<file path="src/rtl/heart_rate_peak_detector_core_defines.svh">
// Assertion macros shared by the heart rate peak detector RTL.
`ifndef HEART_RATE_PEAK_DETECTOR_CORE_DEFINES_SVH
`define HEART_RATE_PEAK_DETECTOR_CORE_DEFINES_SVH

// Checks that a condition holds on every clock edge outside reset.
`define HRPD_ASSERT_ALWAYS(lbl, cond, msg) \
    lbl: assert property (@(posedge i_clk) disable iff (!i_rst_n) (cond)) else $error(msg);

// Checks that a trigger in one cycle implies a consequence in the next cycle.
`define HRPD_ASSERT_NEXT(lbl, trig, cons, msg) \
    lbl: assert property (@(posedge i_clk) disable iff (!i_rst_n) (trig) |=> (cons)) \
        else $error(msg);

`endif

</file>
<file path="src/rtl/hrpd_pkg.sv">
// Shared widths, reset values and register indexes of the heart rate peak detector.
`timescale 1ns / 1ps
`default_nettype none

package hrpd_pkg;

    // Field and state widths.
    localparam int SAMPLE_W      = 12;
    localparam int THR_W         = 12;
    localparam int INTV_W        = 16;
    localparam int LEVEL_W       = 20;
    localparam int RATE_W        = 17;
    localparam int TALLY_W       = 16;
    localparam int TIME_WIDTH    = 32;
    localparam int FRACTION_BITS = 8;

    // Shared serial divider: dividend, divisor and step counter widths.
    localparam int DIV_W     = 24;
    localparam int DIVR_W    = 16;
    localparam int DIV_CNT_W = $clog2(DIV_W);
    localparam int SUM_W     = 21;

    // Reciprocal multiplier for the divisions by five and ten.
    localparam int RECIP_W     = 23;
    localparam int RECIP_SHIFT = 25;
    localparam int MUL_W       = DIV_W + RECIP_W;

    // Configuration port.
    localparam int CFG_IDX_W  = 3;
    localparam int CFG_DATA_W = 16;

    // Stream payload widths, padded to whole bytes.
    localparam int IN_TDATA_W  = 16;
    localparam int OUT_TDATA_W = 56;

    // Register indexes.
    localparam logic [CFG_IDX_W-1:0] CFG_LOW_THRESHOLD  = 3'd0;
    localparam logic [CFG_IDX_W-1:0] CFG_HIGH_THRESHOLD = 3'd1;
    localparam logic [CFG_IDX_W-1:0] CFG_MIN_INTERVAL   = 3'd2;
    localparam logic [CFG_IDX_W-1:0] CFG_MAX_INTERVAL   = 3'd3;
    localparam logic [CFG_IDX_W-1:0] CFG_REPORT_PERIOD  = 3'd4;

    // Register reset values.
    localparam logic [THR_W-1:0]  RST_LOW_THRESHOLD  = 12'd1000;
    localparam logic [THR_W-1:0]  RST_HIGH_THRESHOLD = 12'd2400;
    localparam logic [INTV_W-1:0] RST_MIN_INTERVAL   = 16'd200;
    localparam logic [INTV_W-1:0] RST_MAX_INTERVAL   = 16'd2000;
    localparam logic [INTV_W-1:0] RST_REPORT_PERIOD  = 16'd6000;

    // Arithmetic constants.
    localparam logic [DIV_W-1:0]   RATE_NUMER  = DIV_W'(60000 * (2 ** FRACTION_BITS));
    localparam logic [RATE_W-1:0]  RATE_MAX    = {RATE_W{1'b1}};
    localparam logic [TALLY_W-1:0] TALLY_MAX   = {TALLY_W{1'b1}};
    // Rounded-up reciprocal of five scaled by 2^25; exact for dividends below about 11 million.
    localparam logic [RECIP_W-1:0] RECIP_FIVE  = RECIP_W'(((2 ** RECIP_SHIFT) + 4) / 5);

endpackage

`default_nettype wire

</file>
<file path="src/rtl/heart_rate_peak_detector_core.sv">
// Heart rate peak detector: filter, peak detection, rate and smoothing on one serial divider.
// A new sample is accepted only while the sequencer is idle; the 24-step restoring divider
// computes the rate on an accepted beat, and one reciprocal multiplier divides the filter
// and average by constants.
// The next sample is taken while the previous result still waits on the output register.
// Reset (synchronous, active low) restores the register defaults and clears all beat state.
`timescale 1ns / 1ps
`default_nettype none

`include "heart_rate_peak_detector_core_defines.svh"

module heart_rate_peak_detector_core (
    input  wire logic                               i_clk,
    input  wire logic                               i_rst_n,
    // Configuration write port.
    input  wire logic                               i_cfg_we,
    input  wire logic [hrpd_pkg::CFG_IDX_W-1:0]     i_cfg_addr,
    input  wire logic [hrpd_pkg::CFG_DATA_W-1:0]    i_cfg_wdata,
    // Sample stream in.
    input  wire logic                               i_s_axis_tvalid,
    output logic                                    o_s_axis_tready,
    // tdata: sample [11:0], zero padding [15:12].
    input  wire logic [hrpd_pkg::IN_TDATA_W-1:0]    i_s_axis_tdata,
    // Result stream out.
    output logic                                    o_m_axis_tvalid,
    input  wire logic                               i_m_axis_tready,
    // tdata: filtered_level [19:0], peak_seen [20], beat_accepted [21],
    // smoothed_rate [38:22], beat_count [54:39], report_due [55].
    output logic [hrpd_pkg::OUT_TDATA_W-1:0]        o_m_axis_tdata
);

    import hrpd_pkg::*;

    // Sequencer state codes.
    localparam logic [2:0] S_IDLE     = 3'd0;
    localparam logic [2:0] S_LVL_DIV  = 3'd1;
    localparam logic [2:0] S_DETECT   = 3'd2;
    localparam logic [2:0] S_RATE_DIV = 3'd3;
    localparam logic [2:0] S_PUSH     = 3'd4;
    localparam logic [2:0] S_SUM      = 3'd5;
    localparam logic [2:0] S_AVG_DIV  = 3'd6;
    localparam logic [2:0] S_FINISH   = 3'd7;

    localparam logic [DIV_CNT_W-1:0] DIV_LAST = DIV_CNT_W'(DIV_W - 1);

    // Configuration registers.
    logic [THR_W-1:0]  r_low_thr;
    logic [THR_W-1:0]  r_high_thr;
    logic [INTV_W-1:0] r_min_intv;
    logic [INTV_W-1:0] r_max_intv;
    logic [INTV_W-1:0] r_period;

    // Sequencer and beat state.
    logic [2:0]            r_state;
    logic [2:0]            n_state;
    logic [LEVEL_W-1:0]    r_level;
    logic                  r_armed;
    logic [TIME_WIDTH-1:0] r_tick;
    logic [TIME_WIDTH-1:0] r_last_peak;
    logic [RATE_W-1:0]     r_hist [3];
    logic [1:0]            r_slot;
    logic [RATE_W-1:0]     r_smoothed;
    logic [TALLY_W-1:0]    r_tally;
    logic [INTV_W-1:0]     r_countdown;
    logic                  r_peak;
    logic                  r_acc;
    logic                  r_due;

    // Shared divider registers.
    logic [DIVR_W-1:0]    r_div_rem;
    logic [DIVR_W-1:0]    n_div_rem;
    logic [DIV_W-1:0]     r_div_quo;
    logic [DIV_W-1:0]     n_div_quo;
    logic [DIVR_W-1:0]    r_div_den;
    logic [DIV_CNT_W-1:0] r_div_cnt;

    // Output register.
    logic                   r_out_valid;
    logic [OUT_TDATA_W-1:0] r_out_data;

    // Datapath helpers.
    logic                  in_fire;
    logic                  out_free;
    logic                  div_busy;
    logic                  div_done;
    logic [DIVR_W:0]       div_trial;
    logic [MUL_W-1:0]      recip_prod;
    logic [DIV_W-1:0]      quot_five;
    logic [DIV_W-1:0]      level_dividend;
    logic [LEVEL_W-1:0]    new_level;
    logic [TIME_WIDTH-1:0] interval;
    logic                  peak_now;
    logic                  acc_now;
    logic [INTV_W-1:0]     countdown_inc;
    logic [RATE_W-1:0]     rate_sat;
    logic [RATE_W-1:0]     h_newest;
    logic [RATE_W-1:0]     h_middle;
    logic [RATE_W-1:0]     h_oldest;
    logic [SUM_W-1:0]      avg_sum;
    logic [RATE_W-1:0]     smoothed_out;

    assign in_fire  = i_s_axis_tvalid && o_s_axis_tready;
    assign out_free = !r_out_valid || i_m_axis_tready;
    assign div_busy = (r_state == S_RATE_DIV);
    assign div_done = div_busy && (r_div_cnt == DIV_LAST);

    // One restoring division step: shift in the next dividend bit and try the subtraction.
    always_comb begin
        div_trial = {r_div_rem, r_div_quo[DIV_W-1]};
        if (div_trial >= {1'b0, r_div_den}) begin
            n_div_rem = DIVR_W'(div_trial - {1'b0, r_div_den});
            n_div_quo = {r_div_quo[DIV_W-2:0], 1'b1};
        end else begin
            n_div_rem = div_trial[DIVR_W-1:0];
            n_div_quo = {r_div_quo[DIV_W-2:0], 1'b0};
        end
    end

    // Division by five as a multiply by the scaled reciprocal; halving it gives a tenth.
    assign recip_prod = MUL_W'(r_div_quo) * MUL_W'(RECIP_FIVE);
    assign quot_five  = DIV_W'(recip_prod >> RECIP_SHIFT);

    // Filter numerator 4*level + sample in Q16.8; the level itself is Q12.8.
    assign level_dividend = DIV_W'({r_level, 2'b00}) +
                            DIV_W'({i_s_axis_tdata[SAMPLE_W-1:0], FRACTION_BITS'(0)});

    // Peak test on the freshly divided level; the interval wraps with the tick counter.
    assign new_level = r_div_quo[LEVEL_W-1:0];
    assign interval  = r_tick - r_last_peak;
    assign peak_now  = (new_level > LEVEL_W'({r_high_thr, FRACTION_BITS'(0)})) && !r_armed;
    assign acc_now   = peak_now && (interval > TIME_WIDTH'(r_min_intv)) &&
                       (interval < TIME_WIDTH'(r_max_intv));

    assign countdown_inc = r_countdown + INTV_W'(1);

    // The rate quotient saturates at the field maximum.
    assign rate_sat = (r_div_quo > DIV_W'(RATE_MAX)) ? RATE_MAX : r_div_quo[RATE_W-1:0];

    // Weighted history sum 6*newest + 3*middle + oldest.
    always_comb begin
        case (r_slot)
            2'd0: begin
                h_newest = r_hist[0];
                h_middle = r_hist[2];
                h_oldest = r_hist[1];
            end
            2'd1: begin
                h_newest = r_hist[1];
                h_middle = r_hist[0];
                h_oldest = r_hist[2];
            end
            default: begin
                h_newest = r_hist[2];
                h_middle = r_hist[1];
                h_oldest = r_hist[0];
            end
        endcase
        avg_sum = SUM_W'({h_newest, 2'b00}) + SUM_W'({h_newest, 1'b0}) +
                  SUM_W'({h_middle, 1'b0}) + SUM_W'(h_middle) + SUM_W'(h_oldest);
    end

    assign smoothed_out = r_acc ? r_div_quo[RATE_W-1:0] : r_smoothed;

    // Sequencer next state.
    always_comb begin
        n_state = r_state;
        case (r_state)
            S_IDLE: begin
                if (in_fire) n_state = S_LVL_DIV;
            end
            S_LVL_DIV: begin
                n_state = S_DETECT;
            end
            S_DETECT: begin
                n_state = acc_now ? S_RATE_DIV : S_FINISH;
            end
            S_RATE_DIV: begin
                if (div_done) n_state = S_PUSH;
            end
            S_PUSH: begin
                n_state = S_SUM;
            end
            S_SUM: begin
                n_state = S_AVG_DIV;
            end
            S_AVG_DIV: begin
                n_state = S_FINISH;
            end
            S_FINISH: begin
                if (out_free) n_state = S_IDLE;
            end
            default: begin
                n_state = S_IDLE;
            end
        endcase
    end

    // Control state, configuration and beat bookkeeping.
    always_ff @(posedge i_clk) begin
        if (!i_rst_n) begin
            r_state     <= S_IDLE;
            r_low_thr   <= RST_LOW_THRESHOLD;
            r_high_thr  <= RST_HIGH_THRESHOLD;
            r_min_intv  <= RST_MIN_INTERVAL;
            r_max_intv  <= RST_MAX_INTERVAL;
            r_period    <= RST_REPORT_PERIOD;
            r_level     <= '0;
            r_armed     <= 1'b0;
            r_tick      <= '0;
            r_last_peak <= '0;
            r_hist[0]   <= '0;
            r_hist[1]   <= '0;
            r_hist[2]   <= '0;
            r_slot      <= '0;
            r_smoothed  <= '0;
            r_tally     <= '0;
            r_countdown <= '0;
            r_peak      <= 1'b0;
            r_acc       <= 1'b0;
            r_due       <= 1'b0;
            r_out_valid <= 1'b0;
        end else begin
            r_state <= n_state;

            // Register writes; indexes beyond the list are ignored.
            if (i_cfg_we) begin
                case (i_cfg_addr)
                    CFG_LOW_THRESHOLD:  r_low_thr  <= i_cfg_wdata[THR_W-1:0];
                    CFG_HIGH_THRESHOLD: r_high_thr <= i_cfg_wdata[THR_W-1:0];
                    CFG_MIN_INTERVAL:   r_min_intv <= i_cfg_wdata[INTV_W-1:0];
                    CFG_MAX_INTERVAL:   r_max_intv <= i_cfg_wdata[INTV_W-1:0];
                    CFG_REPORT_PERIOD:  r_period   <= i_cfg_wdata[INTV_W-1:0];
                    default: begin
                    end
                endcase
            end

            // A new tick advances time and the report countdown.
            if (in_fire) begin
                r_tick <= r_tick + TIME_WIDTH'(1);
                if (countdown_inc >= r_period) begin
                    r_due       <= 1'b1;
                    r_countdown <= '0;
                end else begin
                    r_due       <= 1'b0;
                    r_countdown <= countdown_inc;
                end
            end

            // Level update, peak detection and rearm.
            if (r_state == S_DETECT) begin
                r_level <= new_level;
                r_peak  <= peak_now;
                r_acc   <= acc_now;
                if (peak_now) begin
                    r_last_peak <= r_tick;
                    r_armed     <= 1'b1;
                end else if (new_level < LEVEL_W'({r_low_thr, FRACTION_BITS'(0)})) begin
                    r_armed <= 1'b0;
                end
                if (acc_now && (r_tally != TALLY_MAX)) begin
                    r_tally <= r_tally + TALLY_W'(1);
                end
            end

            // The new rate enters the history at the current slot.
            if (r_state == S_PUSH) begin
                r_hist[r_slot] <= rate_sat;
            end
            if (r_state == S_SUM) begin
                r_slot <= (r_slot == 2'd2) ? 2'd0 : r_slot + 2'd1;
            end

            // Output register handover.
            if ((r_state == S_FINISH) && out_free) begin
                r_out_valid <= 1'b1;
                r_smoothed  <= smoothed_out;
            end else if (i_m_axis_tready) begin
                r_out_valid <= 1'b0;
            end
        end
    end

    // Shared divider, multiplier operand and output payload; no reset needed.
    always_ff @(posedge i_clk) begin
        if ((r_state == S_IDLE) && in_fire) begin
            r_div_quo <= level_dividend;
        end else if (r_state == S_LVL_DIV) begin
            r_div_quo <= quot_five;
        end else if ((r_state == S_DETECT) && acc_now) begin
            r_div_rem <= '0;
            r_div_quo <= RATE_NUMER;
            r_div_den <= interval[DIVR_W-1:0];
            r_div_cnt <= '0;
        end else if (r_state == S_SUM) begin
            r_div_quo <= DIV_W'(avg_sum);
        end else if (r_state == S_AVG_DIV) begin
            r_div_quo <= {1'b0, quot_five[DIV_W-1:1]};
        end else if (div_busy) begin
            r_div_rem <= n_div_rem;
            r_div_quo <= n_div_quo;
            r_div_cnt <= r_div_cnt + DIV_CNT_W'(1);
        end

        if ((r_state == S_FINISH) && out_free) begin
            r_out_data <= {r_due, r_tally, smoothed_out, r_acc, r_peak, r_level};
        end
    end

    assign o_s_axis_tready = (r_state == S_IDLE);
    assign o_m_axis_tvalid = r_out_valid;
    assign o_m_axis_tdata  = r_out_data;

    // The divider remainder always stays below the divisor while a division runs.
    `HRPD_ASSERT_ALWAYS(a_div_rem_bound, !div_busy || (r_div_rem < r_div_den), "divider remainder out of range")
    // A sample transaction is followed by a busy cycle.
    `HRPD_ASSERT_NEXT(a_busy_after_accept, in_fire, !o_s_axis_tready, "ready held after sample accept")
    // A result never flags an accepted beat without a peak.
    `HRPD_ASSERT_ALWAYS(a_beat_needs_peak, !r_out_valid || !r_out_data[21] || r_out_data[20], "beat without peak")
    // The history slot only takes the three legal positions.
    `HRPD_ASSERT_ALWAYS(a_slot_range, r_slot != 2'd3, "history slot out of range")

endmodule

`default_nettype wire

</file>
<file path="config.mk">
export PLATFORM = sky130hd
export DESIGN_NAME = heart_rate_peak_detector_core
export DESIGN_NICKNAME = d
export VERILOG_FILES = /design/src/rtl/hrpd_pkg.sv /design/src/rtl/heart_rate_peak_detector_core.sv
export VERILOG_INCLUDE_DIRS = /design/src /design/src/rtl
export SDC_FILE = /design/constraint.sdc
export NUM_CORES = 2
export LEC_CHECK = 0
export ABC_AREA = 1
export BUFFER_PORTS_ARGS = -buffer_cell sky130_fd_sc_hd__buf_2
export CORE_ASPECT_RATIO = 2
export CORE_MARGIN = 5
export CORE_UTILIZATION = 45
export DETAILED_ROUTE_END_ITERATION = 12
export SLEW_MARGIN = 10
export SYNTH_ARGS = -nofsm -noshare
export SYNTH_HDL_FRONTEND = slang
export SYNTH_SLANG_ARGS = --single-unit
export TNS_END_PERCENT = 5
</file>
<file path="constraint.sdc">
create_clock -name i_clk -period 8.64 [get_ports i_clk]
set_clock_uncertainty 0.2 [all_clocks]
set_input_delay 1.728 -clock i_clk [delete_from_list [all_inputs] [get_ports i_clk]]
set_output_delay 1.728 -clock i_clk [all_outputs]
set_load 0.03 [all_outputs]
</file>
* Word level (Yosys, flattened, before mapping) *
Memory sizes are Yosys's and may differ from the RTL's.
Cells that the tools add are included.

cells by class
  order comparisons = 7
  add/subtract/negate cells = 12
  bitwise gates (word level) = 2
  reduce and logical (&&, ||, !) cells = 31
  multiply operators = 1
  equality and inequality tests = 20
  multiplexer cells = 38

operator list
  cell                      number
  $mux W24                  6
  $pmux W17 S2              3
  $mux W16                  5
  $mux W17                  3
  $mul A24 B23 Y47 const B  1
  $add A21 B17 Y21          2
  $add A16 B1 Y16 const B   2
  $add A32 B1 Y32 const B   1
  $gt A32 B16 Y1            1
  $lt A32 B16 Y1            1
  $sub A32 B32 Y32          1
  $gt A24 B17 Y1 const B    1
  $pmux W3 S8               1
  $add A22 B20 Y23          1
  $add A20 B18 Y21          1
  $add A19 B18 Y20          1
  $gt A20 B20 Y1            1
  $lt A20 B20 Y1            1
  $ge A17 B16 Y1            1
  $reduce_or A17 Y1         1
  $ge A16 B16 Y1            1
  $ne A16 B16 Y1 const B    1
  $reduce_and A2 Y1         8
  $sub A16 B16 Y16          1
  other kinds (24)          65

word-level totals
  output and inout bits = 58
  memories = 1
  word-level logic and storage cells = 135
  bits in registers = 332
  input port bits = 40
  memory bits (writable) = 51

memory list
  memory  depth  width  rd ports  clocked after Yosys merged registers in  wr ports  line                                 text
  r_hist  3      17     3         0                                        3         heart_rate_peak_detector_core.sv:60  logic [RATE_W-1:0] r_hist [3];

* Logic depth before layout (Yosys ltp) *
  depth after elaboration = 10
  depth in mapped cells = 33
  gate-level depth less buffers = 32

* Worst setup path after synthesis *
Ideal clock, no wire load.

  kind = flip-flop to flip-flop
  start = reg r_div_quo[9]
  end = reg r_div_quo[16] (data pin)
  cell stages (with the launch flop) = 28
  slack = 2.368 ns
  setup time = 0.257 ns
  required time = 8.183 ns
  buffers on the path = 0
  clock period less this slack = 6.272 ns
  arrival = 5.816 ns
  cells stage by stage = edfxtp_1 > ha_1 > fa_1 > inv_1 > fa_1 > inv_1 > fa_1 > inv_1 > fa_1 > inv_1 > fa_1 > inv_1 > fa_1 > inv_1 > ha_1 > nand2_1 > nand2_1 > a21oi_1 > nand2_1 > nand2_1 > nand2_1 > a21oi_1 > o21ai_0 > or2_2 > nand3_1 > nand3_1 > nand4_1 > a21oi_1

between the ends
  cells in the longest elaborated chain, start to end = 8
  elaborated cells on any way between the ends = 11
  those cells by class = mul (1); order compare (1); mux (5); reduce/logical (4)

ends and longest elaborated chain
  what                                                      line                                  text
  start, declared                                           heart_rate_peak_detector_core.sv:72   logic [DIV_W-1:0] r_div_quo;
  start signal, assigned                                    heart_rate_peak_detector_core.sv:287  r_div_quo <= level_dividend;
  start signal, assigned                                    heart_rate_peak_detector_core.sv:289  r_div_quo <= quot_five;
  start signal, assigned                                    heart_rate_peak_detector_core.sv:296  r_div_quo <= DIV_W'(avg_sum);
  branches (longest 6 deep; another with $mul A24 B23 Y47)  --
  $mux W24 *                                                heart_rate_peak_detector_core.sv:288  end else if (r_state == S_LVL_DIV) begin
  $mux W24 *                                                heart_rate_peak_detector_core.sv:286  if ((r_state == S_IDLE) && in_fire) begin

Mark *: on every way between the ends.
A chain may end at the register's enable or synchronous reset.

* Final worst setup path *
  start = reg r_div_quo[4]
  end = reg r_div_quo[15] (data pin)

The elaborated chain is that of the path after synthesis.

==> results.sh <==
export IMPL_status="finished, final reports clean"
export IMPL_area_growth_pct=8.941
export IMPL_wl_per_cell_um=21.20
export IMPL_cts_tree="built"
export IMPL_io_pins=98
export IMPL_crit_slowest_cell="edfxtp_1"
export IMPL_crit_path_max_fanout=7
export IMPL_io_buffers=93
export IMPL_initial_core_util=0.4537
export IMPL_die_area_mm2=0.08153
export IMPL_core_area_mm2=0.07498
export IMPL_cp_num_buf_inv=3
export IMPL_synth_largest_area_cell="fa_1"
export IMPL_hold_depth=0
export IMPL_ys_types=54
export IMPL_drc=0
export IMPL_drtAntennaViolNets=0
export IMPL_drt_initial_drc_count=1737
export IMPL_hold_buffers=0
export IMPL_cp_data_arrival_time_ns=7.74
export IMPL_antenna_found_initial=0
export IMPL_relSlewSlack=0.2375
export IMPL_worst_hold_path_type="flop to flop"
export IMPL_drive_above_1_share=0.05611
export IMPL_cts_buffer_depth=3
export IMPL_fin_crit_sh=0.8803
export IMPL_via_count=28770
export IMPL_hold_start="r_due"
export IMPL_postCtsSetupRepairBufs=0
export IMPL_die_h_um=398.8
export IMPL_design_area_mm2=0.03706
export IMPL_mostFrequentLayoutCell="inv_1"
export IMPL_drt_vias_per_instance=5.336
export IMPL_clk_pin_slew_ns=0.07
export IMPL_grt_max_degree=82
export IMPL_r2r_start="r_div_quo[4]"
export IMPL_wl_um=114300
export IMPL_drv_cap=0
export IMPL_drv_slew=0
export IMPL_worst_setup_path_end_kind="flop"
export IMPL_place_congestion=1.010
export IMPL_crit_required_ns=8.78
export IMPL_synth_ff_type="dfxtp_1"
export IMPL_synthTopCellsByArea="fa_1, edfxtp_1, ha_1"
export IMPL_syn_area_mm2=0.03402
export IMPL_timing_rr_end="r_div_quo[15]"
export IMPL_ctsResizeCount=0
export IMPL_hpwl_um=93690
export IMPL_ys_async_sr_fraction=0
export IMPL_period_needed_ns=7.606
export IMPL_max_stage_delay_ns=0.69
export IMPL_synthCells=4282
export IMPL_hold_viol=0
export IMPL_rsz0062_at_grt="false"
export IMPL_synth_top_area_share=0.1507
export IMPL_ys_seq_area_frac=0.2748
export IMPL_grt_overflow_total=0
export IMPL_setup_viol=0
export IMPL_synth_edf_count=168
export IMPL_placed_area_mm2=0.03569
export IMPL_synth_warnings=0
export IMPL_min_to="o_m_axis_tdata[55]"
export IMPL_cts_max_level=2
export IMPL_cp_top_family="adder cells"
export IMPL_clock_sinks=383
export IMPL_crit_path_frequent_cell="nand2_1"
export IMPL_crit_type="flop to flop"
export IMPL_max_freq_mhz=131.5
export IMPL_r2r_worst_path_cells=25
export IMPL_grt_pass1_vias=29560
export IMPL_grt_use_total=0.2791
export IMPL_tightest_slew_ns=1.142
export IMPL_n_antenna_cell=0
export IMPL_clockRootBuffer="clkbuf_16"
export IMPL_rrSetupSlack_ns=1.03
export IMPL_rows=142
export IMPL_start_kind="flop"
export IMPL_ys_seq_elements=383
export IMPL_dr_pass1_iters=6
export IMPL_grt_pass1_wl_um=171400
export IMPL_setup_tns_final_ns=0
export IMPL_syn_avg_cell_area_um2=7.944
export IMPL_die_x_um=204.4
export IMPL_final_nets=5036
export IMPL_insertion_delay_ns=0.57
export IMPL_cts_buffers=38
export IMPL_synthesis_nets=4963
export IMPL_mostFrequentLayoutCells="inv_1, nand2_1, a21oi_1, ha_1, nor2_1"
layout make-up:
type,instances,area (um2)
fillers,7673,37920
repair buffers,137,798.3
clock buffers,51,1076
flip-flops and latches,383,9349
well taps,1008,1261
clock inverters,18,296.5
multi-input cells,2945,21090
inverters,850,3191
through the flow:
step,setup WS (ns),cells,util,hold WS [ns]
6_report,1.034,5392,0.4943,0.2392
5_1_grt,0.6661,5392,0.4943,0.2622
4_1_cts,1.085,5392,0.4943,0.2449
3_5_place_dp,1.123,5323,0.4760,0.2151
3_3_place_gp,1.151,5323,0.4760,0.2270
2_1_floorplan,2.368,4282,-,0.2064
worst reg2reg max path, stage by stage, from the launching register on:
cell and delay, ns:
edfxtp_1 0.69, inv_1 0.17, ha_1 0.61, xor2_1 0.34, xor2_1 0.34, fa_1 0.48
fa_1 0.54, fa_1 0.54, fa_1 0.55, inv_1 0.06, fa_1 0.66, inv_1 0.08
ha_1 0.37, nand2_1 0.09, nand2_1 0.07, nand3_1 0.07, nand2_1 0.08, a21oi_1 0.16
o21ai_0 0.11, a21oi_1 0.14, nand2_1 0.08, xor2_1 0.34, nand2_1 0.09, nand2_1 0.07
nand4_1 0.07, a21oi_1 0.37
cell usage after synthesis (4+ instances only):
cell       number
a211oi_1        5
a21boi_0        5
a21o_1         13
a21oi_1       389
a31oi_1        13
and2_1          4
buf_1           7
clkbuf_1       91
dfxtp_1       215
edfxtp_1      168
fa_1          256
ha_1          385
inv_1         842
inv_2           5
nand2_1       699
nand3_1       138
nand3b_1        5
nand4_1        56
nor2_1        373
nor2_2         13
nor3_1         46
nor4_1         12
o2111ai_1       4
o211ai_1       35
o21a_1         12
o21ai_0       273
o21bai_1       15
o22ai_1        50
or2_2          11
xnor2_1        37
xor2_1         63
routing by layer:
| layer | track usage | vias to the layer above | part of all wire | routed length (um) |
|---|---|---|---|---|
| li1 | - | 14010 | - | - |
| met2 | 0.5464 | 740 | 0.55 | 62360 |
| met4 | 0.2032 | 0 | 0.092 | 10490 |
| met1 | 0.2622 | 13660 | 0.33 | 37420 |
| met5 | 0 | - | 0 | 0 |
| met3 | 0.02844 | 356 | 0.035 | 4057 |
registers in the layout (all words and copies together), names as in the netlist, 2 cells and up:
name and flops:
r_high_thr 12, r_div_rem 16, r_low_thr 12, r_div_den 16
r_last_peak 32, r_tally 16, r_slot 2, r_max_intv 16
r_smoothed 17, r_level 20, r_period 16, r_hist 51
o_m_axis_tdata 56, r_div_cnt 5, r_min_intv 16, r_div_quo 24
r_countdown 16, r_state 3, r_tick 32
worst max-delay path by stage:
stage	start	to	slack [ns]	cells after the start
after global routing	r_div_quo[3]	r_div_quo[16]	0.67	25
after detailed placement	r_div_quo[4]	r_div_quo[15]	1.12	25
after global placement	r_div_quo[4]	r_div_quo[15]	1.15	25
after floorplan	r_div_quo[9]	r_div_quo[16]	2.37	27
after CTS	r_div_quo[4]	r_div_quo[15]	1.09	25
final	r_div_quo[4]	r_div_quo[15]	1.03	25
logic make-up (layout without fill, tap and decap cells):
logic type / count (synthesis) / after routing / synth area share
buf+inv: 954 / 1056 / 0.1060
flops: 383 / 383 / 0.2748
simple gates: 1373 / 1373 / 0.1685
fa+ha+maj: 641 / 641 / 0.2923
xor+xnor: 100 / 100 / 0.02575
compound gates: 831 / 831 / 0.1327
Power is not shown: default switching activity piles up to over one toggle a cycle in this logic, so the estimate is an artifact.
